--- src/rtl/core/utt_pkg.sv ---
// Package for the tick-driven serial transmitter: request and result structs,
// internal state and settings structs, register indexes and frame constants.
// No dependencies; used by utt_step and uart_tick_transmitter_unit.
`timescale 1ns / 1ps

package utt_pkg;

  // Frame layout
  localparam int unsigned DataBits  = 8;
  localparam int unsigned StopSlot  = 9;
  localparam int unsigned CntWidth  = 14;
  localparam int unsigned PtWidth   = 12;   // holds 255 * 9
  localparam int unsigned BtWidth   = 8;
  localparam int unsigned FsWidth   = 6;

  // Register reset values
  localparam logic [BtWidth-1:0]  BitTicksReset   = 8'd8;
  localparam logic [FsWidth-1:0]  FrameSlotsReset = 6'd30;
  localparam logic [CntWidth-1:0] SlotEndReset    = 14'd240;

  // Configuration register indexes
  typedef enum logic [0:0] {
    CfgBitTicks   = 1'b0,
    CfgFrameSlots = 1'b1
  } cfg_idx_e;

  // One input request
  typedef struct packed {
    logic [7:0] char_in;
    logic       start_req;
  } utt_in_t;

  // One result
  typedef struct packed {
    logic tx_line;
    logic advance;
    logic restart;
    logic busy_res;
  } utt_out_t;

  // Transmitter state carried from tick to tick
  typedef struct packed {
    logic                active;
    logic [CntWidth-1:0] tick_count;
    logic                line_level;
  } utt_state_t;

  // Settings seen by the step logic
  typedef struct packed {
    logic [BtWidth-1:0]  bit_ticks;
    logic [CntWidth-1:0] slot_end;
  } utt_cfg_t;

endpackage

--- src/rtl/core/utt_step.sv ---
// Next-state and result logic for one tick of the serial transmitter.
// Depends on utt_pkg for the state, settings, request and result structs.
`timescale 1ns / 1ps

module utt_step (
  input  utt_pkg::utt_state_t st_i,
  input  utt_pkg::utt_cfg_t   cfg_i,
  input  utt_pkg::utt_in_t    req_i,
  output utt_pkg::utt_state_t st_o,
  output utt_pkg::utt_out_t   res_o
);

  logic [utt_pkg::PtWidth-1:0] data_pt [utt_pkg::DataBits];
  logic [utt_pkg::PtWidth-1:0] stop_pt;

  // Build the bit boundaries from the tick period
  always_comb begin
    for (int k = 0; k < utt_pkg::DataBits; k++) begin
      data_pt[k] = utt_pkg::PtWidth'(cfg_i.bit_ticks) * utt_pkg::PtWidth'(k + 1);
    end
    stop_pt = utt_pkg::PtWidth'(cfg_i.bit_ticks) * utt_pkg::PtWidth'(utt_pkg::StopSlot);
  end

  // Apply start and end of message, then walk the slot counter
  always_comb begin
    logic                          matched;
    logic [utt_pkg::CntWidth-1:0]  cnt;
    st_o    = st_i;
    res_o   = '0;
    matched = 1'b0;
    cnt     = st_i.tick_count;

    st_o.active   = (st_i.active | req_i.start_req) & (req_i.char_in != '0);
    res_o.restart = (req_i.char_in == '0);

    if (st_o.active) begin
      if (cnt == '0) begin
        st_o.line_level = 1'b0;
        matched         = 1'b1;
      end
      for (int k = 0; k < utt_pkg::DataBits; k++) begin
        if (!matched && cnt == utt_pkg::CntWidth'(data_pt[k])) begin
          st_o.line_level = req_i.char_in[k];
          matched         = 1'b1;
        end
      end
      if (!matched && cnt == utt_pkg::CntWidth'(stop_pt)) begin
        st_o.line_level = 1'b1;
        matched         = 1'b1;
      end
      if (!matched && cnt == cfg_i.slot_end) begin
        st_o.tick_count = '0;
        res_o.advance   = 1'b1;
      end else begin
        st_o.tick_count = cnt + 1'b1;
      end
    end

    res_o.tx_line  = st_o.line_level;
    res_o.busy_res = st_o.active;
  end

endmodule

--- src/rtl/core/uart_tick_transmitter_unit.sv ---
// Tick-driven 8N1 serial transmitter with a slotted character frame. Each
// request is one tick and yields exactly one result; a request is taken every
// clock cycle while the skid stage is empty, and its result is registered. The whole
// tick is one pass through the step logic into the result register, and a
// one-entry skid stage behind that register lets the next request in while a
// result still waits, so ready depends only on the skid stage being empty.
// The settings registers are written through a plain write port; the slot
// length product is formed at the write. Depends on utt_pkg and utt_step.
`timescale 1ns / 1ps

module uart_tick_transmitter_unit (
  input  logic                        clk_i,
  input  logic                        rst_ni,
  // Request channel
  input  logic                        in_valid_i,
  output logic                        in_ready_o,
  input  utt_pkg::utt_in_t            in_req_i,
  // Result channel
  output logic                        out_valid_o,
  input  logic                        out_ready_i,
  output utt_pkg::utt_out_t           out_res_o,
  // Settings write port
  input  logic                        cfg_we_i,
  input  utt_pkg::cfg_idx_e           cfg_idx_i,
  input  logic [utt_pkg::BtWidth-1:0] cfg_wdata_i
);

  logic [utt_pkg::BtWidth-1:0]  bit_ticks_q;
  logic [utt_pkg::FsWidth-1:0]  frame_slots_q;
  logic [utt_pkg::CntWidth-1:0] slot_end_q;

  utt_pkg::utt_state_t state_q, state_d;
  utt_pkg::utt_cfg_t   cfg;
  utt_pkg::utt_out_t   res;

  utt_pkg::utt_out_t   out_q, skid_q;
  logic                out_valid_q, skid_valid_q;

  logic in_fire, out_take;

  assign in_fire  = in_valid_i & in_ready_o;
  assign out_take = out_valid_q & out_ready_i;

  // Hold the settings and the slot length product
  always_ff @(posedge clk_i or negedge rst_ni) begin
    if (!rst_ni) begin
      bit_ticks_q   <= utt_pkg::BitTicksReset;
      frame_slots_q <= utt_pkg::FrameSlotsReset;
      slot_end_q    <= utt_pkg::SlotEndReset;
    end else if (cfg_we_i) begin
      case (cfg_idx_i)
        utt_pkg::CfgBitTicks: begin
          bit_ticks_q <= cfg_wdata_i;
          slot_end_q  <= utt_pkg::CntWidth'(cfg_wdata_i) *
                         utt_pkg::CntWidth'(frame_slots_q);
        end
        utt_pkg::CfgFrameSlots: begin
          frame_slots_q <= cfg_wdata_i[utt_pkg::FsWidth-1:0];
          slot_end_q    <= utt_pkg::CntWidth'(bit_ticks_q) *
                           utt_pkg::CntWidth'(cfg_wdata_i[utt_pkg::FsWidth-1:0]);
        end
        default: ;
      endcase
    end
  end

  assign cfg.bit_ticks = bit_ticks_q;
  assign cfg.slot_end  = slot_end_q;

  utt_step u_step (
    .st_i  (state_q),
    .cfg_i (cfg),
    .req_i (in_req_i),
    .st_o  (state_d),
    .res_o (res)
  );

  // Advance the transmitter state on each accepted tick
  always_ff @(posedge clk_i or negedge rst_ni) begin
    if (!rst_ni) begin
      state_q.active     <= 1'b0;
      state_q.tick_count <= '0;
      state_q.line_level <= 1'b1;
    end else if (in_fire) begin
      state_q <= state_d;
    end
  end

  // Result register with a one-entry skid stage behind it
  always_ff @(posedge clk_i or negedge rst_ni) begin
    if (!rst_ni) begin
      out_valid_q  <= 1'b0;
      skid_valid_q <= 1'b0;
    end else if (in_fire) begin
      if (!out_valid_q || out_take) begin
        out_valid_q <= 1'b1;
      end else begin
        skid_valid_q <= 1'b1;
      end
    end else if (out_take) begin
      out_valid_q  <= skid_valid_q;
      skid_valid_q <= 1'b0;
    end
  end

  always_ff @(posedge clk_i) begin
    if (in_fire) begin
      if (!out_valid_q || out_take) begin
        out_q <= res;
      end else begin
        skid_q <= res;
      end
    end else if (out_take && skid_valid_q) begin
      out_q <= skid_q;
    end
  end

  assign in_ready_o  = !skid_valid_q;
  assign out_valid_o = out_valid_q;
  assign out_res_o   = out_q;

  // The skid stage only fills behind a waiting result
  a_skid_behind_out: assert property (@(posedge clk_i) disable iff (!rst_ni)
    skid_valid_q |-> out_valid_q)
    else $error("skid stage holds a result while the result register is empty");

  // A zero byte always ends the message
  a_zero_ends: assert property (@(posedge clk_i) disable iff (!rst_ni)
    (in_fire && in_req_i.char_in == '0) |=> !state_q.active)
    else $error("transmitter still active after a zero byte");

  // The end of a slot clears the tick counter
  a_adv_clears: assert property (@(posedge clk_i) disable iff (!rst_ni)
    (in_fire && res.advance) |=> (state_q.tick_count == '0))
    else $error("tick counter not cleared at slot end");

  // State moves only on an accepted tick
  a_state_hold: assert property (@(posedge clk_i) disable iff (!rst_ni)
    !in_fire |=> $stable(state_q))
    else $error("transmitter state changed without a request");

  // The line level reported matches the state left behind
  a_line_match: assert property (@(posedge clk_i) disable iff (!rst_ni)
    in_fire |=> (state_q.line_level == $past(res.tx_line)))
    else $error("reported line level differs from held level");

endmodule

--- config.mk ---
export PLATFORM = sky130hd
export DESIGN_NAME = uart_tick_transmitter_unit
export DESIGN_NICKNAME = d
export VERILOG_FILES = /design/src/rtl/core/utt_pkg.sv /design/src/rtl/core/utt_step.sv /design/src/rtl/core/uart_tick_transmitter_unit.sv
export SDC_FILE = /design/constraint.sdc
export NUM_CORES = 1
export LEC_CHECK = 0
export ABC_AREA = 1
export BUFFER_PORTS_ARGS = -buffer_cell sky130_fd_sc_hd__buf_2
export CAP_MARGIN = 10
export CORE_ASPECT_RATIO = 1.1
export CORE_MARGIN = 2
export CORE_UTILIZATION = 50
export DETAILED_ROUTE_END_ITERATION = 8
export PLACE_DENSITY = 0.64
export SYNTH_ARGS = -nofsm -noshare
export SYNTH_HDL_FRONTEND = slang
export SYNTH_SLANG_ARGS = --single-unit
--- constraint.sdc ---
create_clock -name clk_i -period 4.7 [get_ports clk_i]
set_input_delay 0.235 -clock clk_i [delete_from_list [all_inputs] [get_ports clk_i]]
set_output_delay 0.235 -clock clk_i [all_outputs]
set_load 0.02 [all_outputs]
==> results of run 1 <==
[power by group]
part	switching (mW)	total, mW	leakage (nW)	internal, mW
Clock	0.194	0.398	0.0759	0.204
Sequential	0.215	0.832	0.603	0.617
Combinational	1.41	2.30	4.29	0.885
Total	1.82	3.53	4.97	1.71
[state kept, by name, indices dropped and copies added, names as in the netlist]
| signal | count |
|---|---|
| state_q | 16 |
| slot_end_q | 14 |
| bit_ticks_q | 8 |
| skid_q | 4 |
| skid_valid_q | 1 |
| frame_slots_q | 6 |
| out_res_o | 4 |
| out_valid_o | 1 |
[cells in the final DEF, fill, tap and decap left out, types with 9 or more instances in the layout]
cell type and count:
a21oi_1 43, buf_2 28, buf_4 12, dfrtp_1 36
dfstp_2 10, fa_1 61, ha_1 82, inv_1 219
inv_2 17, nand2_1 348, nand3_1 75, nand4_1 26
nor2_1 85, nor2_2 11, nor3_1 13, o21ai_0 33
or2_2 9, xnor2_1 23, xor2_1 25
[per-layer routing]
| metal | up-vias | track usage [%] | wire length [um] |
|---|---|---|---|
| met3 | 61 | 3.39 | 1030 |
| met2 | 214 | 45.8 | 10700 |
| li1 | 3888 | - | - |
| met1 | 3473 | 32.8 | 9760 |
| met4 | 0 | 10.8 | 1030 |
| met5 | - | 0 | 0 |
[cell type report]
class / instances / area [um^2]
well taps: 208 / 260
clock inverters: 3 / 28.8
multi-input cells: 910 / 6030
clock buffers: 5 / 125
fillers: 1688 / 7910
repair buffers: 40 / 230
flip-flops and latches: 54 / 1400
inverters: 238 / 898
[kinds of logic (layout without fill, tap and decap cells)]
family / after synthesis / count (layout) / synth area share [%]
AOI/OAI and AO/OA: 107 / 107 / 6.96
buffers and inverters: 279 / 286 / 13.2
DFF: 54 / 54 / 16.4
adders and majority gates: 143 / 143 / 26.2
xor gates and xnor gates: 49 / 49 / 5.09
and+or+nand+nor: 611 / 611 / 32.1
[metrics by stage]
step / instances / cell area (um^2) / worst slack [ns] / power [mW] / util [%]
after global placement: 1450 / 8830 / 0.569 / 3.10 / 52.3
after global routing: 1458 / 8980 / 0.0536 / 3.91 / 53.2
after detailed placement: 1450 / 8830 / 0.487 / 3.12 / 52.3
final: 1458 / 8980 / 0.457 / 3.53 / 53.2
after floorplan: 1243 / 8570 / 0.505 / 2.61 / -
after CTS: 1458 / 8980 / 0.459 / 3.53 / 53.2
[final timing paths]
| kind | start | end | depth (start not counted) |
|---|---|---|---|
| max | bit_ticks_q[4]$_DFFE_PN0P_ | slot_end_q[13]$_DFFE_PN0P_ | 22 |
| min | rst_ni | state_q[10]$_DFFE_PN0P_ | 1 |
| max reg2reg | bit_ticks_q[4]$_DFFE_PN0P_ | slot_end_q[13]$_DFFE_PN0P_ | 22 |
| min reg2reg | state_q[0]$_DFFE_PN1P_ | state_q[0]$_DFFE_PN1P_ | 2 |
| max in group asynchronous | rst_ni | frame_slots_q[0]$_DFFE_PN0P_ | 1 |
| min in group clk_i | out_ready_i | out_valid_o$_DFFE_PN0P_ | 2 |
==> flow_summary.yaml, run 1 <==
run_status:
  status: "completed"
worst_setup_path:
  max_stage_delay_ns: 0.57
  path_cells: "nand2_1 -> fa_1 -> fa_1 -> fa_1 -> inv_1 -> ha_1 -> nand3_1 -> nand2_1 -> nand2_1 -> nand2_1 -> a21oi_1 -> nor2_1 -> nor2_1 -> o21bai_1 -> nand2_1 -> nand2_1 -> a21oi_1 -> or2_2 -> nand3_1 -> nand2_1 -> nand2_1 -> nand2_1"
  cp-start-kind: "register"
  worstPathArrival_ns: 4.45
  r2r_slack_ns: 0.46
  path_common_cell: "nand2_1"
  worstSetupEndpointType: "register"
  crit_slowest_cell: "dfrtp_1"
  path_max_fanout: 9
  path_class: "register to register"
  critical_path_required_ns: 4.91
  cp_top_family: "adder cells"
  critPathBufInv: 1
synthesis:
  synth-edff-count: 8
  synthDistinctLibCells: 59
  yosys.area.top_type_share_pct: 15.2
  ys_seq_elements: 54
  synth_common_cells: "nand2_1, inv_1, nor2_1, ha_1, nand3_1"
  yosys_warnings: 0
  ys_seq_area_share_pct: 16.4
  synth.cell_area_um2: 8570
  synth_nets: 1409
  synthTopCellsByArea: "nand2_1, fa_1, ha_1"
  avgSynthCellArea_um2: 6.90
  synthFlopType: "dfrtp_1"
  ys_async_sr_fraction_pct: 85.2
  syn_inst: 1243
  yosysMostFrequentCell: "nand2_1"
  synth_area_leader_cell: "nand2_1"
routing:
  drt_iter0_drc: 533
  drc_errors: 0
  wl_per_cell_um: 15.4
  vias_per_cell: 5.24
  finalWirelength_um: 22500
  drt-pass1-iter-count: 5
  vias: 7636
  ant_nets: 0
finish:
  syn2layout_area_growth_pct: 4.77
  drive_gt1_share_pct: 10.0
  antenna-diode-count: 0
  nets: 1415
global_routing:
  grtUsageTotal_pct: 26.3
  antenna_found_initial: 0
  grt_pass1_wl_um: 37700
  grt_start_max_net_pins: 47
  grt_pass1_vias: 7622
  grt.overflow.total: 0
cts:
  numCtsBuffers: 5
  cts_tree: "done"
  post-cts-setup-buffers: 0
  ctsResizeCount: 0
  path_clk_slew_ns: 0.08
  h-tree-depth: 2
  clkLatencyLatePin_ns: 0.31
  ctsRootBufferMaster: "clkbuf_16"
  clock_path_buffers: 2
  clock_sinks: 54
  ctsHoldBuffers: 0
sta:
  tns_ns: 0
  tightest_slew_ns: 1.07
  finalClockSkew_ns: 0.0135
  slew_violations: 0
  setup_viol: 0
  fin_hold_ws_ns: 0.113
  period_needed_ns: 4.24
  fmax_mhz: 236
  rsz0062_at_grt: "false"
  final_hold_viol_count: 0
  layout_worst_path_cycle_share_pct: 90.3
  slew_headroom_pct: 28.9
floorplanning:
  initial_core_util_pct: 50.7
  core_um2: 16900
  design.die.area_um2: 18200
  die_w_um: 129
  die_y_um: 141
  io_pins: 29
  row_count: 50
min_path:
  holdCritPathClass: "input port to async pin"
run:
  cap_violations: 0
placed_design:
  routabilityCongestion: 0.899
  dp_hpwl_um: 17500
  io_buffers: 28
pwr:
  ir_drop_uv: 253
  p_per_area_nw_per_um2: 393
  p_leak_nw: 4.97
(Power assumes the default switching activity.)
==> inputs of run 2 (changes only) <==
--- a/config.mk
+++ b/config.mk
@@ -10,9 +10,9 @@
 export CAP_MARGIN = 10
 export CORE_ASPECT_RATIO = 1.1
 export CORE_MARGIN = 2
-export CORE_UTILIZATION = 50
+export CORE_UTILIZATION = 56
 export DETAILED_ROUTE_END_ITERATION = 8
-export PLACE_DENSITY = 0.64
+export PLACE_DENSITY = 0.71
 export SYNTH_ARGS = -nofsm -noshare
 export SYNTH_HDL_FRONTEND = slang
 export SYNTH_SLANG_ARGS = --single-unit
==> run 2 against run 1 <==
Hold slack better by 0.0032 ns. Wire length shrank 1.3%. Highest routed layer unchanged. Critical path type unchanged. Sequential cell count unchanged.
==> flow_summary.yaml, run 2 (same netlist as run 1, synthesis figures left out) <==
worst_setup_path:
  crit_slowest_cell: "fa_1"
  critical_path_required_ns: 4.91
  path_class: "register to register"
  cp-start-kind: "register"
  worstSetupEndpointType: "register"
  cp_top_family: "adder cells"
  worstPathArrival_ns: 4.45
  path_cells: "nand2_1 -> inv_1 -> fa_1 -> inv_1 -> fa_1 -> fa_1 -> inv_1 -> ha_1 -> nand3_1 -> nand2_1 -> nand2_1 -> nand2_1 -> a21oi_1 -> nor2_1 -> nor2_1 -> o21bai_1 -> nand2_1 -> nand2_1 -> a21oi_1 -> or2_2 -> nand3_1 -> nand2_1 -> nand2_1 -> nand2_1"
  path_max_fanout: 9
  path_common_cell: "nand2_1"
  max_stage_delay_ns: 0.55
  critPathBufInv: 3
floorplanning:
  initial_core_util_pct: 57.2
  die_y_um: 134
  die_w_um: 122
  core_um2: 15000
  row_count: 47
  design.die.area_um2: 16300
  io_pins: 29
finish:
  drive_gt1_share_pct: 9.86
  final_cells: 1444
  largest_register_ffs: 16
  post-route-util_pct: 59.7
  layout_common_cells: "nand2_1, inv_1, nor2_1"
  fillers: 1441
  antenna-diode-count: 0
  top_register: "state_q"
  nets: 1413
  final_common_cell: "nand2_1"
  top_regs: "state_q (16), slot_end_q (14), bit_ticks_q (8)"
  syn2layout_area_growth_pct: 4.42
routing:
  finalWirelength_um: 22200
  wl_per_cell_um: 15.4
  ant_nets: 0
  drt_iter0_drc: 523
  vias_per_cell: 5.35
  vias: 7724
  drt-pass1-iter-count: 5
  drc_errors: 0
placed_design:
  io_buffers: 28
  routabilityCongestion: 0.900
  dp_hpwl_um: 17200
  numPlacedInstances: 1436
pwr:
  ir_drop_uv: 253
  p_per_area_nw_per_um2: 396
  p_total_mw: 3.54
  p_leak_nw: 4.96
global_routing:
  grt_pass1_wl_um: 37300
  grt_pass1_vias: 7641
  grtUsageMet3_pct: 3.51
  met2_usage_pct: 48.9
  grt.met1_usage_pct: 37.1
  grt.overflow.total: 0
  grt_start_max_net_pins: 47
  grtUsageTotal_pct: 29.2
  grt-busiest-layer: "met2"
  antenna_found_initial: 0
sta:
  fmax_mhz: 235
  layout_worst_path_cycle_share_pct: 90.4
  final_hold_viol_count: 0
  setup_viol: 0
  finalClockSkew_ns: 0.00671
  slew_violations: 0
  period_needed_ns: 4.25
  tightest_slew_ns: 1.08
  slew_headroom_pct: 28.0
  tns_ns: 0
  rsz0062_at_grt: "false"
  fin_hold_ws_ns: 0.117
cts:
  clock_path_buffers: 2
  h-tree-depth: 2
  ctsHoldBuffers: 0
  post-cts-setup-buffers: 0
  ctsResizeCount: 0
  cts_tree: "done"
  path_clk_slew_ns: 0.08
  ctsRootBufferMaster: "clkbuf_16"
  numCtsBuffers: 5
  clock_sinks: 54
  clkLatencyLatePin_ns: 0.31
run:
  cap_violations: 0
run_status:
  status: "completed"
min_path:
  holdCritPathClass: "input port to async pin"
==> run 2: metal layers <==
metal  routed length [um]  vias to the layer above
li1                     -                     3881
met1                 9420                     3539
met2                10500                      232
met3                 1110                       72
met4                 1110                        0
met5                    0                        -
==> run 2: final timing paths <==
check                                           start                          to  slack, ns  cells past startpoint
max                        bit_ticks_q[2]$_DFFE_PN0P_  slot_end_q[13]$_DFFE_PN0P_       0.45                     24
min                                            rst_ni     state_q[15]$_DFFE_PN0P_       0.12                      1
max reg2reg                bit_ticks_q[2]$_DFFE_PN0P_  slot_end_q[13]$_DFFE_PN0P_       0.45                     24
min reg2reg                    state_q[0]$_DFFE_PN1P_      state_q[0]$_DFFE_PN1P_       0.49                      2
max in group asynchronous                      rst_ni  bit_ticks_q[2]$_DFFE_PN0P_       3.92                      1
min in group clk_i                        out_ready_i     out_valid_o$_DFFE_PN0P_       0.16                      2
==> run 2: area by class of cell <==
cell class / instances / area, um^2 / area share, %
clock inverter: 3 / 28.8 / 0.322
multi-input combinational: 910 / 6030 / 67.4
clock buffer: 5 / 125 / 1.40
sequential: 54 / 1400 / 15.7
tap: 196 / 245 / 2.74
timing repair buffer: 38 / 215 / 2.40
inverter: 238 / 898 / 10.0
==> run 2: stage by stage <==
step	setup WS, ns	instance area [um^2]
floorplan	0.505	8570
global placement	0.541	8800
detailed placement	0.473	8800
CTS	0.443	8950
global route	0.0363	8950
finish	0.451	8950
==> run 2: worst reg2reg max path, stage by stage, from the launching register on <==
cell	delay [ns]
dfrtp_1	0.52
nand2_1	0.11
inv_1	0.05
fa_1	0.49
inv_1	0.05
fa_1	0.50
fa_1	0.55
inv_1	0.04
ha_1	0.35
nand3_1	0.10
nand2_1	0.10
nand2_1	0.07
nand2_1	0.06
a21oi_1	0.07
nor2_1	0.14
nor2_1	0.05
o21bai_1	0.14
nand2_1	0.08
nand2_1	0.06
a21oi_1	0.06
or2_2	0.27
nand3_1	0.10
nand2_1	0.06
nand2_1	0.06
nand2_1	0.06
==> run 2: report_power, final <==
group	leakage (nW)	switching [mW]	total (mW)	internal, mW
registers	0.603	0.221	0.839	0.618
logic	4.28	1.42	2.30	0.883
clock network	0.0763	0.200	0.405	0.205
total	4.96	1.84	3.54	1.71
